==> config.mk <==
export PLATFORM = sky130hd
export DESIGN_NAME = positional_list_engine_core
export DESIGN_NICKNAME = d
export VERILOG_FILES = /design/src/ple_pkg.sv /design/src/ple_front.sv /design/src/ple_queue.sv /design/src/ple_back.sv /design/src/positional_list_engine_core.sv
export VERILOG_INCLUDE_DIRS = /design/src /design/src/src
export SDC_FILE = /design/constraint.sdc
export NUM_CORES = 2
export LEC_CHECK = 0
export CAP_MARGIN = 20
export CORE_ASPECT_RATIO = 1.1
export CORE_MARGIN = 2
export CORE_UTILIZATION = 50
export DETAILED_ROUTE_END_ITERATION = 10
export DONT_BUFFER_PORTS = 1
export GPL_TIMING_DRIVEN = 1
export HOLD_SLACK_MARGIN = 0.05
export PLACE_DENSITY = 0.69
export SLEW_MARGIN = 20
export SYNTH_ARGS = -nofsm -noshare
export SYNTH_HDL_FRONTEND = slang
export SYNTH_SLANG_ARGS = --single-unit
==> constraint.sdc <==
create_clock -name i_clk -period 8.5 [get_ports i_clk]
set_input_delay 0.425 -clock i_clk [delete_from_list [all_inputs] [get_ports i_clk]]
set_output_delay 0.425 -clock i_clk [all_outputs]
set_load 0.005 [all_outputs]
==> src/positional_list_engine_core_macros.svh <==
// assertion helpers for the positional list engine
`ifndef POSITIONAL_LIST_ENGINE_CORE_MACROS_SVH
`define POSITIONAL_LIST_ENGINE_CORE_MACROS_SVH

`ifndef SYNTHESIS

// same-cycle implication, disabled in reset
`define PLE_ASSERT_IMP(label, clk, rst_n, ante, cons) \
    label: assert property (@(posedge clk) disable iff (!(rst_n)) (ante) |-> (cons)) \
        else $error("assertion failed: same-cycle check");

// next-cycle implication, disabled in reset
`define PLE_ASSERT_NXT(label, clk, rst_n, ante, cons) \
    label: assert property (@(posedge clk) disable iff (!(rst_n)) (ante) |=> (cons)) \
        else $error("assertion failed: next-cycle check");

`else

`define PLE_ASSERT_IMP(label, clk, rst_n, ante, cons)
`define PLE_ASSERT_NXT(label, clk, rst_n, ante, cons)

`endif

`endif

==> src/ple_pkg.sv <==
package ple_pkg;

    // field widths
    localparam int OP_W  = 3;
    localparam int POS_W = 8;
    localparam int VAL_W = 32;
    localparam int ST_W  = 2;
    localparam int CNT_W = 7;

    // command queue depth between front and back
    localparam int QUEUE_DEPTH = 2;

    // request op codes
    localparam logic [OP_W-1:0] OP_APPEND  = 3'd0;
    localparam logic [OP_W-1:0] OP_INSERT  = 3'd1;
    localparam logic [OP_W-1:0] OP_DELETE  = 3'd2;
    localparam logic [OP_W-1:0] OP_REVERSE = 3'd3;
    localparam logic [OP_W-1:0] OP_READ    = 3'd4;
    localparam logic [OP_W-1:0] OP_LENGTH  = 3'd5;

    // result status codes
    localparam logic [ST_W-1:0] ST_OK     = 2'd0;
    localparam logic [ST_W-1:0] ST_BADPOS = 2'd1;
    localparam logic [ST_W-1:0] ST_FULL   = 2'd2;
    localparam logic [ST_W-1:0] ST_EMPTY  = 2'd3;

    // decoded command kind
    typedef enum logic [2:0] {
        K_APPEND,
        K_INSERT,
        K_DELETE,
        K_REVERSE,
        K_READ,
        K_LENGTH,
        K_BAD
    } t_kind;

    // command passed from front to back
    typedef struct packed {
        t_kind                    kind;
        logic [POS_W-1:0]         pos;
        logic signed [VAL_W-1:0]  value;
    } t_cmd;

    // back-end sequencer states
    typedef enum logic {
        BK_IDLE,
        BK_READ
    } t_back_state;

endpackage

==> src/ple_front.sv <==
module ple_front (
    input  logic                         i_clk,
    input  logic                         i_rst_n,
    input  logic                         i_valid,
    output logic                         o_ready,
    input  logic [ple_pkg::OP_W-1:0]     i_op,
    input  logic [ple_pkg::POS_W-1:0]    i_position,
    input  logic signed [ple_pkg::VAL_W-1:0] i_value,
    output logic                         o_cmd_valid,
    input  logic                         i_cmd_ready,
    output ple_pkg::t_cmd                o_cmd
);
    import ple_pkg::*;

    logic  r_valid;
    t_cmd  r_cmd;
    t_cmd  n_cmd;
    logic  w_take;

    // stage is free when empty or being drained
    assign o_ready = !r_valid || i_cmd_ready;
    assign w_take  = i_valid && o_ready;

    // classify the op code
    always_comb begin
        n_cmd.pos   = i_position;
        n_cmd.value = i_value;
        case (i_op)
            OP_APPEND:  n_cmd.kind = K_APPEND;
            OP_INSERT:  n_cmd.kind = K_INSERT;
            OP_DELETE:  n_cmd.kind = K_DELETE;
            OP_REVERSE: n_cmd.kind = K_REVERSE;
            OP_READ:    n_cmd.kind = K_READ;
            OP_LENGTH:  n_cmd.kind = K_LENGTH;
            default:    n_cmd.kind = K_BAD;
        endcase
    end

    // valid flag of the decode stage
    always_ff @(posedge i_clk) begin
        if (!i_rst_n) begin
            r_valid <= 1'b0;
        end else if (o_ready) begin
            r_valid <= i_valid;
        end
    end

    // decoded command register
    always_ff @(posedge i_clk) begin
        if (w_take) begin
            r_cmd <= n_cmd;
        end
    end

    assign o_cmd_valid = r_valid;
    assign o_cmd       = r_cmd;

endmodule

==> src/ple_queue.sv <==
module ple_queue (
    input  logic          i_clk,
    input  logic          i_rst_n,
    input  logic          i_push_valid,
    output logic          o_push_ready,
    input  ple_pkg::t_cmd i_push_cmd,
    output logic          o_pop_valid,
    input  logic          i_pop_ready,
    output ple_pkg::t_cmd o_pop_cmd
);
    import ple_pkg::*;

    localparam int PTR_W = $clog2(QUEUE_DEPTH);
    localparam logic [PTR_W:0] FULL_CNT = (PTR_W+1)'(QUEUE_DEPTH);

    t_cmd             r_mem [QUEUE_DEPTH];
    logic [PTR_W-1:0] r_wr_ptr;
    logic [PTR_W-1:0] r_rd_ptr;
    logic [PTR_W:0]   r_fill;
    logic             w_push;
    logic             w_pop;

    assign o_push_ready = r_fill != FULL_CNT;
    assign o_pop_valid  = r_fill != '0;
    assign w_push       = i_push_valid && o_push_ready;
    assign w_pop        = o_pop_valid && i_pop_ready;
    assign o_pop_cmd    = r_mem[r_rd_ptr];

    // pointers and fill level
    always_ff @(posedge i_clk) begin
        if (!i_rst_n) begin
            r_wr_ptr <= '0;
            r_rd_ptr <= '0;
            r_fill   <= '0;
        end else begin
            if (w_push) begin
                r_wr_ptr <= r_wr_ptr + 1'b1;
            end
            if (w_pop) begin
                r_rd_ptr <= r_rd_ptr + 1'b1;
            end
            if (w_push && !w_pop) begin
                r_fill <= r_fill + 1'b1;
            end else if (w_pop && !w_push) begin
                r_fill <= r_fill - 1'b1;
            end
        end
    end

    // entry storage
    always_ff @(posedge i_clk) begin
        if (w_push) begin
            r_mem[r_wr_ptr] <= i_push_cmd;
        end
    end

endmodule

==> src/ple_back.sv <==
`include "positional_list_engine_core_macros.svh"

module ple_back #(
    parameter int DEPTH = 32
) (
    input  logic                              i_clk,
    input  logic                              i_rst_n,
    input  logic                              i_cmd_valid,
    output logic                              o_cmd_ready,
    input  ple_pkg::t_cmd                     i_cmd,
    output logic                              o_valid,
    input  logic                              i_ready,
    output logic [ple_pkg::ST_W-1:0]          o_status,
    output logic signed [ple_pkg::VAL_W-1:0]  o_value_out,
    output logic [ple_pkg::CNT_W-1:0]         o_index_out,
    output logic [ple_pkg::CNT_W-1:0]         o_length,
    output logic                              o_last
);
    import ple_pkg::*;

    localparam int IDX_W = $clog2(DEPTH);
    localparam int WIDE_W = CNT_W + 2;
    localparam logic [CNT_W-1:0] DEPTH_C = CNT_W'(DEPTH);

    // list storage, kept physically; r_rev flips the logical order
    logic [VAL_W-1:0]   r_cells [DEPTH];
    logic [CNT_W-1:0]   r_count;
    logic [CNT_W-1:0]   n_count;
    logic               r_rev;
    logic               n_rev;
    t_back_state        r_state;
    t_back_state        n_state;
    logic [CNT_W-1:0]   r_rd_idx;
    logic [CNT_W-1:0]   n_rd_idx;

    // output register
    logic                r_out_valid;
    logic [ST_W-1:0]     r_status;
    logic [VAL_W-1:0]    r_value_out;
    logic [CNT_W-1:0]    r_index_out;
    logic [CNT_W-1:0]    r_out_len;
    logic                r_last;
    logic                out_load;
    logic [ST_W-1:0]     n_status;
    logic [VAL_W-1:0]    n_value_out;
    logic [CNT_W-1:0]    n_index_out;
    logic                n_last;

    logic                out_free;
    logic                cmd_pop;
    logic                do_ins;
    logic                do_del;
    logic                full;
    logic                ins_pos_ok;
    logic                del_pos_ok;
    logic [WIDE_W-1:0]   pos_w;
    logic [WIDE_W-1:0]   cnt_w;
    logic [WIDE_W-1:0]   eff_pos;
    logic [WIDE_W-1:0]   ins_q;
    logic [WIDE_W-1:0]   del_q;
    logic [WIDE_W-1:0]   rd_w;
    logic [WIDE_W-1:0]   rd_addr;
    logic [VAL_W-1:0]    rd_data;

    // handshake with the queue and the output side
    assign out_free    = !r_out_valid || i_ready;
    assign o_cmd_ready = (r_state == BK_IDLE) && out_free;
    assign cmd_pop     = o_cmd_ready && i_cmd_valid;

    // position checks and logical-to-physical mapping
    assign pos_w      = WIDE_W'(i_cmd.pos);
    assign cnt_w      = WIDE_W'(r_count);
    assign full       = r_count >= DEPTH_C;
    assign ins_pos_ok = (pos_w != '0) && (pos_w <= cnt_w + 1'b1);
    assign del_pos_ok = (pos_w != '0) && (pos_w <= cnt_w);
    assign eff_pos    = (i_cmd.kind == K_APPEND) ? cnt_w + 1'b1 : pos_w;
    assign ins_q      = r_rev ? cnt_w + 1'b1 - eff_pos : eff_pos - 1'b1;
    assign del_q      = r_rev ? cnt_w - pos_w : pos_w - 1'b1;

    // single read port: delete in idle, walk position in read-out
    assign rd_w    = WIDE_W'(r_rd_idx);
    assign rd_addr = (r_state == BK_READ) ? (r_rev ? cnt_w - rd_w : rd_w - 1'b1) : del_q;
    assign rd_data = r_cells[rd_addr[IDX_W-1:0]];

    // next state
    always_comb begin
        n_state = r_state;
        case (r_state)
            BK_IDLE: begin
                if (cmd_pop && i_cmd.kind == K_READ && r_count != '0) begin
                    n_state = BK_READ;
                end
            end
            BK_READ: begin
                if (out_free && r_rd_idx == r_count) begin
                    n_state = BK_IDLE;
                end
            end
            default: n_state = BK_IDLE;
        endcase
    end

    // operation execution and result values
    always_comb begin
        out_load    = 1'b0;
        n_status    = ST_OK;
        n_value_out = '0;
        n_index_out = '0;
        n_last      = 1'b1;
        do_ins      = 1'b0;
        do_del      = 1'b0;
        n_rev       = r_rev;
        n_count     = r_count;
        n_rd_idx    = r_rd_idx;
        case (r_state)
            BK_IDLE: begin
                if (cmd_pop) begin
                    out_load = 1'b1;
                    case (i_cmd.kind)
                        K_APPEND: begin
                            if (full) begin
                                n_status = ST_FULL;
                            end else begin
                                do_ins      = 1'b1;
                                n_count     = r_count + 1'b1;
                                n_index_out = r_count + 1'b1;
                            end
                        end
                        K_INSERT: begin
                            if (!ins_pos_ok) begin
                                n_status = ST_BADPOS;
                            end else if (full) begin
                                n_status = ST_FULL;
                            end else begin
                                do_ins      = 1'b1;
                                n_count     = r_count + 1'b1;
                                n_index_out = i_cmd.pos[CNT_W-1:0];
                            end
                        end
                        K_DELETE: begin
                            if (!del_pos_ok) begin
                                n_status = ST_BADPOS;
                            end else begin
                                do_del      = 1'b1;
                                n_count     = r_count - 1'b1;
                                n_value_out = rd_data;
                                n_index_out = i_cmd.pos[CNT_W-1:0];
                            end
                        end
                        K_REVERSE: begin
                            n_rev = !r_rev;
                        end
                        K_READ: begin
                            if (r_count == '0) begin
                                n_status = ST_EMPTY;
                            end else begin
                                out_load = 1'b0;
                                n_rd_idx = CNT_W'(1);
                            end
                        end
                        K_LENGTH: begin
                            n_status = ST_OK;
                        end
                        default: begin
                            n_status = ST_BADPOS;
                        end
                    endcase
                end
            end
            BK_READ: begin
                if (out_free) begin
                    out_load    = 1'b1;
                    n_value_out = rd_data;
                    n_index_out = r_rd_idx;
                    n_last      = r_rd_idx == r_count;
                    n_rd_idx    = r_rd_idx + 1'b1;
                end
            end
            default: begin
                out_load = 1'b0;
            end
        endcase
    end

    // control registers
    always_ff @(posedge i_clk) begin
        if (!i_rst_n) begin
            r_state     <= BK_IDLE;
            r_count     <= '0;
            r_rev       <= 1'b0;
            r_rd_idx    <= '0;
            r_out_valid <= 1'b0;
        end else begin
            r_state  <= n_state;
            r_count  <= n_count;
            r_rev    <= n_rev;
            r_rd_idx <= n_rd_idx;
            if (out_load) begin
                r_out_valid <= 1'b1;
            end else if (i_ready) begin
                r_out_valid <= 1'b0;
            end
        end
    end

    // result payload
    always_ff @(posedge i_clk) begin
        if (out_load) begin
            r_status    <= n_status;
            r_value_out <= n_value_out;
            r_index_out <= n_index_out;
            r_out_len   <= n_count;
            r_last      <= n_last;
        end
    end

    // row of cells, each shifting from its neighbor on insert or delete
    for (genvar k = 0; k < DEPTH; k++) begin : g_cell
        localparam logic [WIDE_W-1:0] K_IDX = WIDE_W'(k);
        logic [VAL_W-1:0] w_below;
        logic [VAL_W-1:0] w_above;

        if (k == 0) begin : g_first
            assign w_below = r_cells[k];
        end else begin : g_rest
            assign w_below = r_cells[k-1];
        end

        if (k == DEPTH - 1) begin : g_top
            assign w_above = r_cells[k];
        end else begin : g_lower
            assign w_above = r_cells[k+1];
        end

        always_ff @(posedge i_clk) begin
            if (do_ins) begin
                if (ins_q < K_IDX) begin
                    r_cells[k] <= w_below;
                end else if (ins_q == K_IDX) begin
                    r_cells[k] <= i_cmd.value;
                end
            end else if (do_del && del_q <= K_IDX) begin
                r_cells[k] <= w_above;
            end
        end
    end

    assign o_valid     = r_out_valid;
    assign o_status    = r_status;
    assign o_value_out = $signed(r_value_out);
    assign o_index_out = r_index_out;
    assign o_length    = r_out_len;
    assign o_last      = r_last;

    // checks
    `PLE_ASSERT_IMP(a_count_bound, i_clk, i_rst_n, 1'b1, r_count <= DEPTH_C)
    `PLE_ASSERT_IMP(a_walk_range, i_clk, i_rst_n, r_state == BK_READ, r_rd_idx != '0 && r_rd_idx <= r_count)
    `PLE_ASSERT_NXT(a_single_result, i_clk, i_rst_n, cmd_pop && i_cmd.kind != K_READ, r_out_valid && r_last)
    `PLE_ASSERT_NXT(a_walk_done, i_clk, i_rst_n, r_state == BK_READ && out_free && r_rd_idx == r_count, r_state == BK_IDLE && r_out_valid && r_last)

endmodule

==> src/positional_list_engine_core.sv <==
// channel   | valid    | ready    | payload
// request   | i_valid  | o_ready  | i_op, i_position, i_value
// result    | o_valid  | i_ready  | o_status, o_value_out, o_index_out, o_length, o_last
//
// append, insert, delete, reverse, length and unknown ops give one result in the cycle after
// the back pops them; a request passes the decode register and the queue before the back
// read-out walks the entries through the back's single read port, one result per entry
// reverse flips an order flag; insert and delete shift the cell row
// reset clears the length, the order flag and all valid flags; the cells are not cleared
// a stalled result holds the back; the two-entry queue lets the front take requests until full
module positional_list_engine_core #(
    parameter int DEPTH = 32
) (
    input  logic                              i_clk,
    input  logic                              i_rst_n,
    input  logic                              i_valid,
    output logic                              o_ready,
    input  logic [ple_pkg::OP_W-1:0]          i_op,
    input  logic [ple_pkg::POS_W-1:0]         i_position,
    input  logic signed [ple_pkg::VAL_W-1:0]  i_value,
    output logic                              o_valid,
    input  logic                              i_ready,
    output logic [ple_pkg::ST_W-1:0]          o_status,
    output logic signed [ple_pkg::VAL_W-1:0]  o_value_out,
    output logic [ple_pkg::CNT_W-1:0]         o_index_out,
    output logic [ple_pkg::CNT_W-1:0]         o_length,
    output logic                              o_last
);
    import ple_pkg::*;

    logic  dec_valid;
    logic  dec_ready;
    t_cmd  dec_cmd;
    logic  q_valid;
    logic  q_ready;
    t_cmd  q_cmd;

    // request decode
    ple_front u_front (
        .i_clk       (i_clk),
        .i_rst_n     (i_rst_n),
        .i_valid     (i_valid),
        .o_ready     (o_ready),
        .i_op        (i_op),
        .i_position  (i_position),
        .i_value     (i_value),
        .o_cmd_valid (dec_valid),
        .i_cmd_ready (dec_ready),
        .o_cmd       (dec_cmd)
    );

    // command queue
    ple_queue u_queue (
        .i_clk        (i_clk),
        .i_rst_n      (i_rst_n),
        .i_push_valid (dec_valid),
        .o_push_ready (dec_ready),
        .i_push_cmd   (dec_cmd),
        .o_pop_valid  (q_valid),
        .i_pop_ready  (q_ready),
        .o_pop_cmd    (q_cmd)
    );

    // list execution
    ple_back #(
        .DEPTH (DEPTH)
    ) u_back (
        .i_clk       (i_clk),
        .i_rst_n     (i_rst_n),
        .i_cmd_valid (q_valid),
        .o_cmd_ready (q_ready),
        .i_cmd       (q_cmd),
        .o_valid     (o_valid),
        .i_ready     (i_ready),
        .o_status    (o_status),
        .o_value_out (o_value_out),
        .o_index_out (o_index_out),
        .o_length    (o_length),
        .o_last      (o_last)
    );

endmodule
==> flow_summary.yaml <==
route:
  ant_nets: 0
  drc: 0
  routed_wl_mm: 228
  route.detailed.wl_per_inst_um: 28.8
  vias: 53700
  drt_iter0_markers: 7755
  dr.pass1.iters: 6
  vias_per_cell: 6.80
sta:
  finalSetupTns_ns: 0
  skew_ns: 0.0402
  slew_headroom: 0.129
  period_minus_slack_ns: 7.21
  finalMaxSlewViolations: 0
  tightest_slew_ns: 1.27
  setup_viol: 0
  hold_viol: 0
  rsz0062_at_grt: "no"
  fin_crit_sh: 0.848
  clock.fmax_mhz: 139
global_routing:
  first_global_vias: 50700
  grt_use_total: 0.311
  gr-usage-met3: 0.0714
  grt_use_met2: 0.468
  grt_antenna_before_repair: 7
  grt.met1_usage: 0.451
  grt_busiest_layer: "met2"
  grt_overflow: 0
  grt_max_degree: 130
  grt_pass1_wl_mm: 338
clocking:
  cts_resized: 0
  clk_pin_slew_worst_paths_ns: 0.06
  cts_sinks: 1225
  tritoncts: "done"
  clockRootBuffer: "clkbuf_16"
  cts_buffers: 135
  clk_latency_ns: 0.80
  clk_path_buf_depth: 3
  cts_max_level: 4
  postCtsSetupBuffers: 0
placement:
  port_buffers: 0
  hpwlAfterDp_mm: 149
  gp_congestion: 0.918
die:
  fp.dieH_um: 398
  core_region_area_um2: 140000
  dieArea_um2: 144000
  fp-row-count: 144
  start_util: 0.503
  io-pin-count: 98
  fp.dieW_um: 362
setup_path:
  path_max_fanout: 46
  critPathKind: "reg -> reg"
  worstPathRequired_ns: 8.98
  cp-end-kind: "register"
  start_kind: "register"
  cp.arrival_ns: 7.69
synthesis:
  synth-seq-cells: 1225
  async_flop_share: 0
  ys_seq_area_frac: 0.518
  syn_nets: 6256
  syn-cell-area_um2: 70600
  avgSynthCellArea_um2: 11.4
  synthCells: 6181
  synth_edf_count: 1202
  ys_warn_count: 0
  ys.flop_type: "edfxtp_1"
  synth_cell_types: 87
run_status:
  status: "complete, no violations"
power:
  power-per-cell-area_nw_per_um2: 244
  share_comb_of_total_power: 0.313
  total_leakage_power_uw: 0.0252
  p_sw_frac: 0.345
  seqPwrFrac: 0.370
  p_switching_uw: 6530
  ir_worst_vdd_mv: 0.199
  p_clk_frac: 0.317
  internal_power_uw: 12400
finish:
  fill_cells: 11700
  fin_nets: 6040
  fin_util: 0.553
  multiInputGateArea_um2: 32000
  register_area_um2: 36600
  syn2layout_area_growth_pct: 9.79
  drive_above_1_share: 0.148
  mostFrequentLayoutCells: "edfxtp_1 (1,202), nand2_1 (820), mux2i_1 (639)"
  layout_commonest_cell: "edfxtp_1"
min_path:
  hold_path.class: "in -> reg"
job:
  drv_cap: 0
-- synth_stat cells, types with 5 or more instances --
library cell / n / area (um^2)
a211oi_1: 69 / 518
a21o_1: 17 / 128
a21oi_1: 236 / 1180
a31o_2: 5 / 43.8
a31oi_1: 12 / 75.1
and2_1: 16 / 100
and3_1: 9 / 56.3
and4_1: 7 / 61.3
buf_1: 55 / 206
buf_2: 66 / 330
buf_4: 21 / 158
buf_6: 15 / 169
clkbuf_1: 405 / 1520
dfxtp_1: 23 / 460
edfxtp_1: 1202 / 36100
ha_1: 26 / 325
inv_1: 97 / 364
mux2_2: 168 / 1890
mux2i_1: 649 / 6500
mux4_2: 258 / 5810
nand2_1: 820 / 3080
nand2b_1: 10 / 62.6
nand3_1: 54 / 270
nand3b_1: 34 / 255
nand4_1: 23 / 144
nor2_1: 455 / 1710
nor2b_1: 9 / 56.3
nor3_1: 215 / 1080
nor4_1: 8 / 50.1
nor4_4: 12 / 255
o211ai_1: 97 / 728
o21a_1: 37 / 278
o21ai_0: 247 / 1240
o21ai_1: 338 / 1690
o221ai_1: 5 / 43.8
o22a_1: 33 / 289
o22ai_1: 113 / 707
o31ai_1: 136 / 1020
o32ai_1: 38 / 333
or2_2: 6 / 37.5
or3_1: 9 / 56.3
or4_1: 12 / 90.1
xnor2_1: 28 / 245
xor2_1: 18 / 158
-- critical path, stage by stage, from the launching register on --
cell and delay, ns:
dfxtp_4 0.77, or4b_2 0.76, nand2_1 0.55, a21oi_1 0.19, ha_1 0.26, inv_1 0.08, ha_1 0.23, a21oi_1 0.06
a31oi_1 0.21, nand2_1 0.10, o21ai_0 0.41, a21o_1 0.61, nand2_1 0.50, or4_1 0.85, o21ai_4 0.90, buf_4 0.35
-- path summary, 6_finish.rpt --
kind | start | endpoint | slack (ns) | depth (start not counted)
worst max-delay path | register | u_back.r_cells[6][18]$_DFFE_PP_ | 1.29 | 15
worst min-delay path | i_valid | u_front.o_cmd[28]$_DFFE_PP_ | 0.16 | 1
worst max register to register | register | u_back.r_cells[6][18]$_DFFE_PP_ | 1.29 | 15
worst min register to register | u_front.o_cmd[13]$_DFFE_PP_ | u_queue.r_mem[0][13]$_DFFE_PP_ | 0.44 | 0
-- cell type report --
type	count	area share
flip-flops and latches	1225	0.472
multi-input cells	4295	0.413
clock buffers	165	0.0460
well taps	1825	0.0295
repair buffers	209	0.0236
clock inverters	78	0.0112
inverters	99	0.00480
diodes	1	0.0000323
-- kinds of logic after synthesis --
group,Yosys count,synth area share
xor+xnor,48,0.00635
flops,1225,0.518
mux,1076,0.201
simple gates,1723,0.108
compound gates,1418,0.122
buf+inv,661,0.0390
fa+ha+maj,30,0.00548
-- state kept, by name, indices dropped and copies added, names as in the netlist, 2 cells and up, named ones only --
register            flops
u_back.r_cells       1024
u_queue.r_mem          86
u_front.o_cmd          43
u_back.o_value_out     32
u_back.o_index_out      7
u_back.o_length         7
u_back.r_count          7
u_back.r_rd_idx         7
u_back.o_status         2
u_queue.r_fill          2
-- metrics by stage --
stage | instance area (um^2) | hold WS, ns | worst slack [ns] | total power, uW | std cells
3_3_place_gp | 72500 | 0.427 | 1.46 | 12800 | 7601
3_5_place_dp | 72500 | 0.432 | 1.36 | 12900 | 7603
5_1_grt | 77500 | 0.156 | 0.855 | 19400 | 7896
6_report | 77500 | 0.164 | 1.29 | 18900 | 7897
2_1_floorplan | 70600 | 0.421 | 0.298 | 10800 | 6181
4_1_cts | 77400 | 0.118 | 1.35 | 18800 | 7892
-- metal layers --
metal / vias up / wire length [um]
met5: - / 32
met4: 6 / 5640
met3: 395 / 28200
met2: 3494 / 101000
met1: 26700 / 92200
li1: 23100 / -
-- what timing repair did --
item                                    in CTS  in global routing
endpoints found under the setup margin       0                  0
hold buffers                                46                  0
hold endpoints to repair                    66                  0
-- power groups by stage --
| stage | clock [uW] | sequential [uW] | combinational, uW |
|---|---|---|---|
| floorplan | 0 | 7060 | 3740 |
| global placement | 0 | 7130 | 5690 |
| detailed placement | 0 | 7130 | 5730 |
| CTS | 6050 | 7010 | 5780 |
| global route | 6260 | 7030 | 6150 |
| finish | 6000 | 7000 | 5910 |
(Power assumes the default switching activity.)
